==> src/hdl/mccb_pkg.sv <==
// Shared constants, command type and byte-wise CRC step for the CRC channel bank.
// No dependencies; every other file of the block depends on this package.
`timescale 1ns / 1ps
`default_nettype none

package mccb_pkg;

    // Bank geometry.
    localparam int CRC_WIDTH = 32;
    localparam int CHANNELS  = 16;

    // Fixed field widths of the request and result channels.
    localparam int MODE_W = 2;
    localparam int MASK_W = 16;
    localparam int DATA_W = 32;
    localparam int READ_W = 32;

    // Width of a channel index.
    localparam int IDX_W = (CHANNELS > 1) ? $clog2(CHANNELS) : 1;

    // Queue between the front end and the back end.
    localparam int QUEUE_DEPTH = 2;
    localparam int QPTR_W      = (QUEUE_DEPTH > 1) ? $clog2(QUEUE_DEPTH) : 1;
    localparam int QCNT_W      = $clog2(QUEUE_DEPTH + 1);

    typedef logic [MODE_W-1:0]    mode_t;
    typedef logic [CRC_WIDTH-1:0] crc_t;

    // Operation codes.
    localparam mode_t MODE_UPDATE    = mode_t'(0);
    localparam mode_t MODE_SET_VALUE = mode_t'(1);
    localparam mode_t MODE_SET_POLY  = mode_t'(2);
    localparam mode_t MODE_READ      = mode_t'(3);

    // A classified request as it waits in the queue.
    typedef struct packed {
        mode_t                 mode;
        logic [CHANNELS-1:0]   chan_mask;
        crc_t                  word;
        logic                  status;
        logic [IDX_W-1:0]      read_idx;
    } cmd_t;

    // One byte, MSB first and unreflected, through eight shift-and-XOR steps.
    function automatic crc_t crc_byte(crc_t crc, crc_t poly, logic [7:0] data);
        crc_t acc;
        acc = crc ^ (crc_t'(data) << (CRC_WIDTH - 8));
        for (int k = 0; k < 8; k++)
        begin
            if (acc[CRC_WIDTH-1])
            begin
                acc = (acc << 1) ^ poly;
            end
            else
            begin
                acc = acc << 1;
            end
        end
        return acc;
    endfunction

endpackage

`default_nettype wire

==> src/hdl/mccb_queue.sv <==
// Short command queue that decouples the CRC bank front end from its back end.
// Depends on mccb_pkg for the command type and the queue depth.
`timescale 1ns / 1ps
`default_nettype none

module mccb_queue (
    input  logic             clk,
    input  logic             rst_n,
    input  logic             push_valid,
    output logic             push_ready,
    input  mccb_pkg::cmd_t   push_cmd,
    output logic             pop_valid,
    input  logic             pop_ready,
    output mccb_pkg::cmd_t   pop_cmd
);
    import mccb_pkg::*;

    cmd_t              entry_reg [QUEUE_DEPTH];
    logic [QPTR_W-1:0] wr_ptr_reg;
    logic [QPTR_W-1:0] wr_ptr_next;
    logic [QPTR_W-1:0] rd_ptr_reg;
    logic [QPTR_W-1:0] rd_ptr_next;
    logic [QCNT_W-1:0] count_reg;
    logic [QCNT_W-1:0] count_next;
    logic              push;
    logic              pop;

    assign push_ready = (count_reg != QCNT_W'(QUEUE_DEPTH));
    assign pop_valid  = (count_reg != '0);
    assign pop_cmd    = entry_reg[rd_ptr_reg];

    assign push = push_valid && push_ready;
    assign pop  = pop_valid && pop_ready;

    // Pointer and fill count update.
    always_comb
    begin
        wr_ptr_next = wr_ptr_reg;
        rd_ptr_next = rd_ptr_reg;
        if (push)
        begin
            wr_ptr_next = (wr_ptr_reg == QPTR_W'(QUEUE_DEPTH - 1)) ? '0 : wr_ptr_reg + 1'b1;
        end
        if (pop)
        begin
            rd_ptr_next = (rd_ptr_reg == QPTR_W'(QUEUE_DEPTH - 1)) ? '0 : rd_ptr_reg + 1'b1;
        end
        case ({push, pop})
            2'b10:   count_next = count_reg + 1'b1;
            2'b01:   count_next = count_reg - 1'b1;
            default: count_next = count_reg;
        endcase
    end

    always_ff @(posedge clk or negedge rst_n)
    begin
        if (!rst_n)
        begin
            wr_ptr_reg <= '0;
            rd_ptr_reg <= '0;
            count_reg  <= '0;
        end
        else
        begin
            wr_ptr_reg <= wr_ptr_next;
            rd_ptr_reg <= rd_ptr_next;
            count_reg  <= count_next;
        end
    end

    // Entry storage needs no reset.
    always_ff @(posedge clk)
    begin
        if (push)
        begin
            entry_reg[wr_ptr_reg] <= push_cmd;
        end
    end

endmodule

`default_nettype wire

==> config.mk <==
export PLATFORM = sky130hd
export DESIGN_NAME = mccb_queue
export DESIGN_NICKNAME = d
export VERILOG_FILES = /design/src/hdl/mccb_pkg.sv /design/src/hdl/mccb_queue.sv
export SDC_FILE = /design/constraint.sdc
export NUM_CORES = 1
export LEC_CHECK = 0
export BUFFER_PORTS_ARGS = -buffer_cell sky130_fd_sc_hd__buf_2
export CORE_ASPECT_RATIO = 2
export CORE_MARGIN = 2
export CORE_UTILIZATION = 30
export CTS_BUF_LIST = sky130_fd_sc_hd__clkbuf_4 sky130_fd_sc_hd__clkbuf_8
export DETAILED_ROUTE_END_ITERATION = 8
export RECOVER_POWER = 25
export SYNTH_ARGS = -nofsm -noshare
export SYNTH_HDL_FRONTEND = slang
export SYNTH_SLANG_ARGS = --single-unit
==> constraint.sdc <==
create_clock -name clk -period 7.9 [get_ports clk]
set_input_delay 0.79 -clock clk [delete_from_list [all_inputs] [get_ports clk]]
set_output_delay 0.79 -clock clk [all_outputs]
set_load 0.01 [all_outputs]
==> flow_summary.json <==
{
  "status": "finished, final reports clean",
  "ctsResizeCount": 0,
  "post_cts.repair.setup_buffers": 0,
  "yosys.area.top_type": "edfxtp_1",
  "diodes": 0,
  "grt_pass1_wl_um": 12400,
  "arrival_ns": 2.10,
  "syn2layout_area_growth_pct": 28.2,
  "start_util": 0.303,
  "fmax_mhz": 346,
  "gp_congestion": 0.747,
  "drtIter0Drc": 103,
  "pin_count": 116,
  "syn-num-nets": 248,
  "r2r_cells": 4,
  "max_stage_delay_ns": 1.09,
  "wirelength_um": 8130,
  "cts_max_level": 4,
  "r2r-end": "entry_reg[0][49]",
  "port_buffers": 115,
  "rsz0062_at_grt": "no",
  "cp_top_family": "flip-flops",
  "skew_ns": 0.00899,
  "hold_slack_ns": 0.205,
  "syn_inst": 188,
  "core_area_mm2": 0.0143,
  "crit_type": "reg2out",
  "multi_input_area_um2": 873,
  "clk_path_buf_depth": 2,
  "cts-hold-fix-buffers": 0,
  "path_cells": "mux2_2 -> buf_2",
  "place_inst": 491,
  "die_w_um": 88.9,
  "synth_xor_area_frac": 0.0101,
  "synth_top_family_by_area": "multiplexers",
  "regArea_mm2": 0.00341,
  "synthTopCellsByArea": "edfxtp_1, mux2_4, mux2_2",
  "die_h_um": 174,
  "dr.pass1.iters": 4,
  "overflow": 0,
  "n_fill_cell": 1361,
  "start_kind": "register",
  "dieArea_mm2": 0.0155,
  "dp_hpwl_um": 5420,
  "num_rows": 62,
  "drv_cap": 0,
  "cts.sinks": 114,
  "slowest_stage": "dfrtp_4",
  "gr-usage-met3": 0.0338,
  "clkTransAtPathRegs_ns": 0.07,
  "avgRoutedWirePerCell_um": 15.6,
  "seq_area_frac_synth": 0.786,
  "cp-end-kind": "primary output",
  "synth-edff-count": 110,
  "crit_buf_inv": 1,
  "met1_usage": 0.111,
  "synthMuxAreaShare": 0.178,
  "drtAntennaViolNets": 0,
  "final_cell_area_mm2": 0.00555,
  "instances_no_fill": 522,
  "yosysTopAreaCellShare": 0.763,
  "worst_slew_pin_slew_ns": 0.997,
  "r2r-start": "count_reg[0]",
  "slew_violations": 0,
  "tritoncts": "built",
  "synth_common_cells": "edfxtp_1, mux2_4, mux2_2",
  "ys_ff_latch": 114,
  "yosys_warnings": 0,
  "total_power_mw": 2.12,
  "yosysMostFrequentCell": "edfxtp_1",
  "synth_area_mm2": 0.00433,
  "layout-drive-gt1-share": 0.588,
  "fin_crit_sh": 0.366,
  "final_hold_viol_count": 0,
  "synthAdderAreaFrac": 0.00289,
  "cp_max_fo": 56,
  "setup_violations": 0,
  "async_flop_share": 0.0351,
  "nets": 378,
  "min_path_type": "in2async",
  "relSlewSlack": 0.335,
  "synth_compound_area_frac": 0,
  "fin_tns_setup_ns": 0,
  "vias": 2157,
  "use_met2": 0.197,
  "viasPerCell": 4.13,
  "reg2reg_slack_ns": 5.66,
  "drc": 0,
  "track_usage": 0.112,
  "antenna_found_initial": 1,
  "yosys.area_share.simple": 0.00896,
  "worst_ep_required_time_ns": 7.11,
  "grt_max_degree": 57,
  "place_area_mm2": 0.00511,
  "synthFlopType": "edfxtp_1",
  "power_density_mw_per_mm2": 383,
  "ys_types": 15,
  "grt-busiest-layer": "met2",
  "ir_drop_mv": 0.232,
  "leakage_nw": 2.14,
  "grt_pass1_vias": 2306,
  "clock_latency_ns": 0.42,
  "period_needed_ns": 2.89,
  "cts_buffers": 17,
  "largest_reg_flops": 110,
  "syn_avg_cell_area_um2": 23.0,
  "clockRootBuffer": "clkbuf_8"
}
## per-layer routing
| metal | part of all wire | vias to the layer above |
|---|---|---|
| met3 | 0.043 | 18 |
| met2 | 0.58 | 73 |
| met1 | 0.35 | 1062 |
| met5 | 0.0016 | - |
| met4 | 0.030 | 2 |
| li1 | - | 1002 |
## report_power, final
group	internal (mW)	switching (mW)	total, mW
Clock	0.378	0.238	0.616
Combinational	0.315	0.253	0.568
Sequential	0.828	0.110	0.939
Total	1.52	0.601	2.12
## cells by family after synthesis
logic type               count (synthesis)
flip-flops                             114
multiplexers                            55
AND/OR/NAND/NOR                          7
buffers and inverters                    6
XOR/XNOR                                 5
adder cells (fa/ha/maj)                  1
## stage by stage
stage | util | worst slack (ns)
CTS | 0.390 | 4.93
floorplan | - | 4.24
finish | 0.389 | 5.01
detailed placement | 0.358 | 5.32
global route | 0.389 | 4.88
global placement | 0.358 | 5.38
## worst max path at each step
stage | slack, ns | end | start | cells past startpoint
detailed placement | 5.32 | entry_reg[0][40] | push_valid | 4
finish | 5.01 | pop_cmd[34] | rd_ptr_reg | 2
CTS | 4.93 | pop_cmd[34] | rd_ptr_reg | 2
floorplan | 4.24 | entry_reg[0][0] | push_valid | 2
global placement | 5.38 | entry_reg[0][40] | push_valid | 4
global route | 4.88 | pop_cmd[34] | rd_ptr_reg | 2
## layout make-up
class,instances,share of cell area
multi-input combinational,68,0.157
clock buffer,18,0.0435
sequential,114,0.614
timing repair buffer,117,0.104
tap,192,0.0433
clock inverter,13,0.0381
## cells in the final DEF, fill, tap and decap left out, types with 2 or more instances in the layout
| master | count |
|---|---|
| edfxtp_1 | 110 |
| clkbuf_1 | 13 |
| dfrtp_1 | 3 |
| clkinvlp_4 | 4 |
| xnor2_1 | 3 |
| xor2_1 | 2 |
| buf_2 | 102 |
| clkinv_4 | 3 |
| bufinv_16 | 5 |
| mux2_2 | 15 |
| buf_4 | 2 |
| clkbuf_8 | 17 |
| mux2_4 | 40 |
(Power assumes the default switching activity.)
