**config.mk**
```make
export PLATFORM = sky130hd
export DESIGN_NAME = mccb_front_flat
export DESIGN_NICKNAME = d
export VERILOG_FILES = /design/src/hdl/mccb_pkg.sv /design/src/hdl/mccb_if.sv /design/src/hdl/mccb_front.sv /design/src/flat_wrapper.sv
export SDC_FILE = /design/constraint.sdc
export NUM_CORES = 1
export LEC_CHECK = 0
export ABC_AREA = 1
export BUFFER_PORTS_ARGS = -buffer_cell sky130_fd_sc_hd__clkbuf_2
export CAP_MARGIN = 10
export CORE_AREA = 2 2 51 53
export DETAILED_ROUTE_END_ITERATION = 6
export DIE_AREA = 0 0 53 55
export PLACE_DENSITY = 0.95
export SYNTH_ARGS = -nofsm -noshare
export SYNTH_HDL_FRONTEND = slang
export SYNTH_SLANG_ARGS = --single-unit
```
**constraint.sdc**
```tcl
create_clock -name vclk -period 3
set_clock_uncertainty 0.15 [all_clocks]
set_input_delay 0.6 -clock vclk [all_inputs]
set_output_delay 0.6 -clock vclk [all_outputs]
set_load 0.02 [all_outputs]
```
**src/hdl/mccb_pkg.sv**
```systemverilog
// Shared constants, command type and byte-wise CRC step for the CRC channel bank.
// No dependencies; every other file of the block depends on this package.
`timescale 1ns / 1ps
`default_nettype none

package mccb_pkg;

    // Bank geometry.
    localparam int CRC_WIDTH = 32;
    localparam int CHANNELS  = 16;

    // Fixed field widths of the request and result channels.
    localparam int MODE_W = 2;
    localparam int MASK_W = 16;
    localparam int DATA_W = 32;
    localparam int READ_W = 32;

    // Width of a channel index.
    localparam int IDX_W = (CHANNELS > 1) ? $clog2(CHANNELS) : 1;

    // Queue between the front end and the back end.
    localparam int QUEUE_DEPTH = 2;
    localparam int QPTR_W      = (QUEUE_DEPTH > 1) ? $clog2(QUEUE_DEPTH) : 1;
    localparam int QCNT_W      = $clog2(QUEUE_DEPTH + 1);

    typedef logic [MODE_W-1:0]    mode_t;
    typedef logic [CRC_WIDTH-1:0] crc_t;

    // Operation codes.
    localparam mode_t MODE_UPDATE    = mode_t'(0);
    localparam mode_t MODE_SET_VALUE = mode_t'(1);
    localparam mode_t MODE_SET_POLY  = mode_t'(2);
    localparam mode_t MODE_READ      = mode_t'(3);

    // A classified request as it waits in the queue.
    typedef struct packed {
        mode_t                 mode;
        logic [CHANNELS-1:0]   chan_mask;
        crc_t                  word;
        logic                  status;
        logic [IDX_W-1:0]      read_idx;
    } cmd_t;

    // One byte, MSB first and unreflected, through eight shift-and-XOR steps.
    function automatic crc_t crc_byte(crc_t crc, crc_t poly, logic [7:0] data);
        crc_t acc;
        acc = crc ^ (crc_t'(data) << (CRC_WIDTH - 8));
        for (int k = 0; k < 8; k++)
        begin
            if (acc[CRC_WIDTH-1])
            begin
                acc = (acc << 1) ^ poly;
            end
            else
            begin
                acc = acc << 1;
            end
        end
        return acc;
    endfunction

endpackage

`default_nettype wire

```
**src/hdl/mccb_if.sv**
```systemverilog
// Valid/ready channel interfaces for requests into and results out of the CRC bank.
// Depends on mccb_pkg for the field widths.
`timescale 1ns / 1ps
`default_nettype none

interface mccb_req_if;
    logic                         valid;
    logic                         ready;
    mccb_pkg::mode_t              mode;
    logic [mccb_pkg::MASK_W-1:0]  channel_mask;
    logic [mccb_pkg::DATA_W-1:0]  data_word;

    modport source (output valid, output mode, output channel_mask, output data_word,
                    input ready);
    modport sink   (input valid, input mode, input channel_mask, input data_word,
                    output ready);
endinterface


`default_nettype wire

```
**src/hdl/mccb_front.sv**
```systemverilog
// Front end of the CRC bank: decodes a request into a queue command.
// Depends on mccb_pkg and the request interface in mccb_if.sv.
`timescale 1ns / 1ps
`default_nettype none

module mccb_front (
    mccb_req_if.sink         request,
    output logic             push_valid,
    input  logic             push_ready,
    output mccb_pkg::cmd_t   push_cmd
);
    import mccb_pkg::*;

    logic [MASK_W-1:0] mask;
    logic              any_bit;
    logic              one_hot;
    logic              in_range;
    logic [IDX_W-1:0]  read_idx;
    logic              status;

    // The request passes straight to the queue; the queue decides acceptance.
    assign push_valid    = request.valid;
    assign request.ready = push_ready;

    // Mask properties.
    assign mask     = request.channel_mask;
    assign any_bit  = |mask;
    assign one_hot  = any_bit && ((mask & (mask - MASK_W'(1))) == '0);
    assign in_range = |mask[CHANNELS-1:0];

    // Encode the one-hot mask into a channel index.
    always_comb
    begin
        read_idx = '0;
        for (int c = 0; c < CHANNELS; c++)
        begin
            if (mask[c])
            begin
                read_idx = read_idx | IDX_W'(c);
            end
        end
    end

    // Status: sets need a nonempty mask, reads need one existing channel.
    always_comb
    begin
        case (request.mode)
            MODE_UPDATE:    status = 1'b0;
            MODE_SET_VALUE: status = !any_bit;
            MODE_SET_POLY:  status = !any_bit;
            MODE_READ:      status = !(one_hot && in_range);
            default:        status = 1'b1;
        endcase
    end

    assign push_cmd.mode      = request.mode;
    assign push_cmd.chan_mask = mask[CHANNELS-1:0];
    assign push_cmd.word      = crc_t'(request.data_word);
    assign push_cmd.status    = status;
    assign push_cmd.read_idx  = read_idx;

endmodule

`default_nettype wire

```
**src/flat_wrapper.sv**
```systemverilog
// flat-port wrapper written by rule: the top's interface ports become plain ports
module mccb_front_flat import mccb_pkg::*;
  (push_valid, push_ready, push_cmd, request_valid, request_mode, request_channel_mask, request_data_word, request_ready);
  mccb_req_if request_i ();
  output logic push_valid;
  input  logic push_ready;
  output mccb_pkg::cmd_t push_cmd;
  input wire logic [$bits(request_i.valid)-1:0] request_valid;
  input wire logic [$bits(request_i.mode)-1:0] request_mode;
  input wire logic [$bits(request_i.channel_mask)-1:0] request_channel_mask;
  input wire logic [$bits(request_i.data_word)-1:0] request_data_word;
  output wire logic [$bits(request_i.ready)-1:0] request_ready;
  assign request_i.valid = request_valid;
  assign request_i.mode = request_mode;
  assign request_i.channel_mask = request_channel_mask;
  assign request_i.data_word = request_data_word;
  assign request_ready = request_i.ready;
  mccb_front u_core (.request(request_i), .push_valid(push_valid), .push_ready(push_ready), .push_cmd(push_cmd));
endmodule
```
==> metrics.md <==
| Metric | Value |
|---|---|
| Final nets | 185 |
| Max layer used | met4 |
| Worst-case vdd ir drop | 52.7 µV |
| Crit end category | primary output |
| Total congestion overflow | 0 |
| Syn Nets | between 150 and 200 |
| Cells after Synth | 141 |
| Avg Cell Area, Syn | 5.78 µm² |
| Most numerous cell in the Yosys netlist | buf_4 |
| Max_cap viols | 0 |
| Post-layout min period | 2.55 ns |
| HP Class | in2out |
| Crit path max fanout | 5 |
| Pin count of the biggest net entering global routing | 6 |
| Post-route insts no fill | 159 |
| Startpoint Class | input port |
| Die H | 55 µm |
| CP Data Required Time | 2.25 ns |
| Wire length on met1 | between 600 and 700 µm |
| All-Layer GR Usage | 0.106 |
| Ant. Diodes | 0 |
| Max Freq | 392 MHz |
| CP max stage cell | nor2_1 |
| Core ar. | roughly 2400 µm² |
| Crit Path Class | in2out |
| Pre-antenna DRT Iters | 4 |
| Hold_buf cts | 0 |
| P_leak | 0.365 nW |
| Antenna violations before repair | 0 |
| Die area | roughly 2900 µm² |
| Top-area cell type share of the netlist area | 0.488 |
| Placed Instances | 159 |
| Power Total | between 80 and 90 µW |
| Antenna Nets Post-Route | 0 |
| PortBufs | 41 |
| # setup viols final | 0 |
| Starting Density | 0.344 |
| Dominant cells by area after synthesis | buf_4 49%, nand2_1 14%, nor2_1 9.7%, inv_1 5.1%, nor2_4 4.1% |
| Max-slew headroom | 0.852 |
| Setup TNS | 0 ns |
| Post-CTS resize count | 0 |
| Drt total wl | between 1500 and 2000 µm |
| Status | completed |
| DR WL/cell | 10.3 µm |
| Commonest cells in the netlist | 53 x buf_4, 31 x nand2_1, 21 x nor2_1, 11 x inv_1 |
| PwrDens | 128 nW/µm² |
| Worst Setup SP | request_channel_mask[11] |
| Chip width | about 53 µm |
| Routed vias/inst | 4.54 |
| Crit path to | push_cmd[4] |
| Post-synth top area cell | buf_4 |
| Critical path, cell by cell | clkbuf_2 -> nor2_1 -> nand2_1 -> nor2_1 -> a21oi_1 -> nand2_1 -> nor2_1 -> nand3_1 -> nand2_1 -> a21oi_2 -> clkbuf_2 |
| Final Max Slew Viols | 0 |
| Floorplan row count | 18 |
| Netlist cell types | 16 |
| Initial DRC count | 10 |
| Worst path max stage delay | ~0.19 ns |
| Worst-Margin Slew | 0.219 ns |
| WP data arrival | 1.80 ns |
| Ys Warns | 0 |
| Seq cells | 0 |
| Layout cell share with drive strength beyond 1 | 0.395 |
| CLK BUF | 0 |
| Via total after detailed routing | 722 |
| Syn-to-layout area delta | -19.0% |
| Post-Syn Area | 815 µm² |
| DRC Markers | 0 |
| DR WL met2 | 805 µm |
| Reg area | 0 µm² |
| Metal3 WL | 148 µm |
| First-pass GRT wire length | 2410 µm |
| Final period utilization | 0.851 |
| # IOs | 109 |
| Unrepaired setup endpoints after global routing | no |
| Endpoints failing hold | 0 |
| Dpl hpwl | around 1400 µm |
| Final GP Congestion | approximately 0.80 |
| # Post-CTS Setup Buffers | 0 |
| Vias in the first global route | 589 |
| Sequential share of the synthesized area | 0 |
| Layout Utilization | 0.279 |
placed cells by master, fill, tap and decap left out:
cell      netlist  final
a21boi_0        1      1
a21oi_1         1      1
a21oi_2         1      1
clkbuf_2        0     41
ha_1            2      2
inv_1          11     11
nand2_1        31     31
nand2_2         3      3
nand3_1         3      3
nand3b_1        1      1
nand4_1         2      2
nor2_1         21     21
nor2_2          3      3
nor2_4          3      3
nor4_1          2      2
o21ai_0         3      3
metal layers:
| metal | vias to the layer above | global-route usage |
|---|---|---|
| li1 | 361 | - |
| met1 | 306 | 0.123 |
| met2 | 41 | 0.194 |
| met3 | 14 | 0.0161 |
| met4 | 0 | 0.0470 |
| met5 | - | 0 |
power breakdown:
part	internal, mW	switching (mW)
sequential	0	0
combinational	0.0285	0.0558
clock	0	0
final cells by class:
class / count / area [µm²]
fillers: 285 / 1710
multi-input cells: 77 / 375
repair buffers: 41 / 205
inverters: 11 / 41.3
well taps: 30 / 37.5
kinds of logic (layout without fill, tap and decap cells):
group | Yosys count | count (layout) | synth area share
AOI/OAI and AO/OA | 6 | 6 | 0.0445
adders and majority gates | 2 | 2 | 0.0307
buffers and inverters | 64 | 52 | 0.539
and+or+nand+nor | 69 | 69 | 0.386
worst min-delay path by stage:
stage	from	endpoint	slack, ns	depth (start not counted)
2_1_floorplan	request_data_word[5]	push_cmd[10]	1.16	1
3_3_place_gp	request_data_word[10]	push_cmd[15]	1.05	0
3_5_place_dp	request_data_word[10]	push_cmd[15]	1.05	0
4_1_cts	request_data_word[10]	push_cmd[15]	1.05	0
5_1_grt	request_data_word[20]	push_cmd[25]	1.05	0
6_report	request_data_word[5]	push_cmd[10]	1.05	0
worst max-delay path: cells and delay by family:
kind / cells / cell delay, ns
and+or+nand+nor: 7 / 0.70
buffers and inverters: 2 / 0.30
AOI/OAI and AO/OA: 2 / 0.21
metrics by stage:
step	instance area, µm²	hold WS (ns)	setup slack (ns)
floorplan	815	1.16	0.766
global placement	659	1.05	0.455
detailed placement	659	1.05	0.458
CTS	659	1.05	0.452
global route	659	1.05	0.274
finish	659	1.05	0.447
No activity file was read; power rests on OpenSTA's default activity.
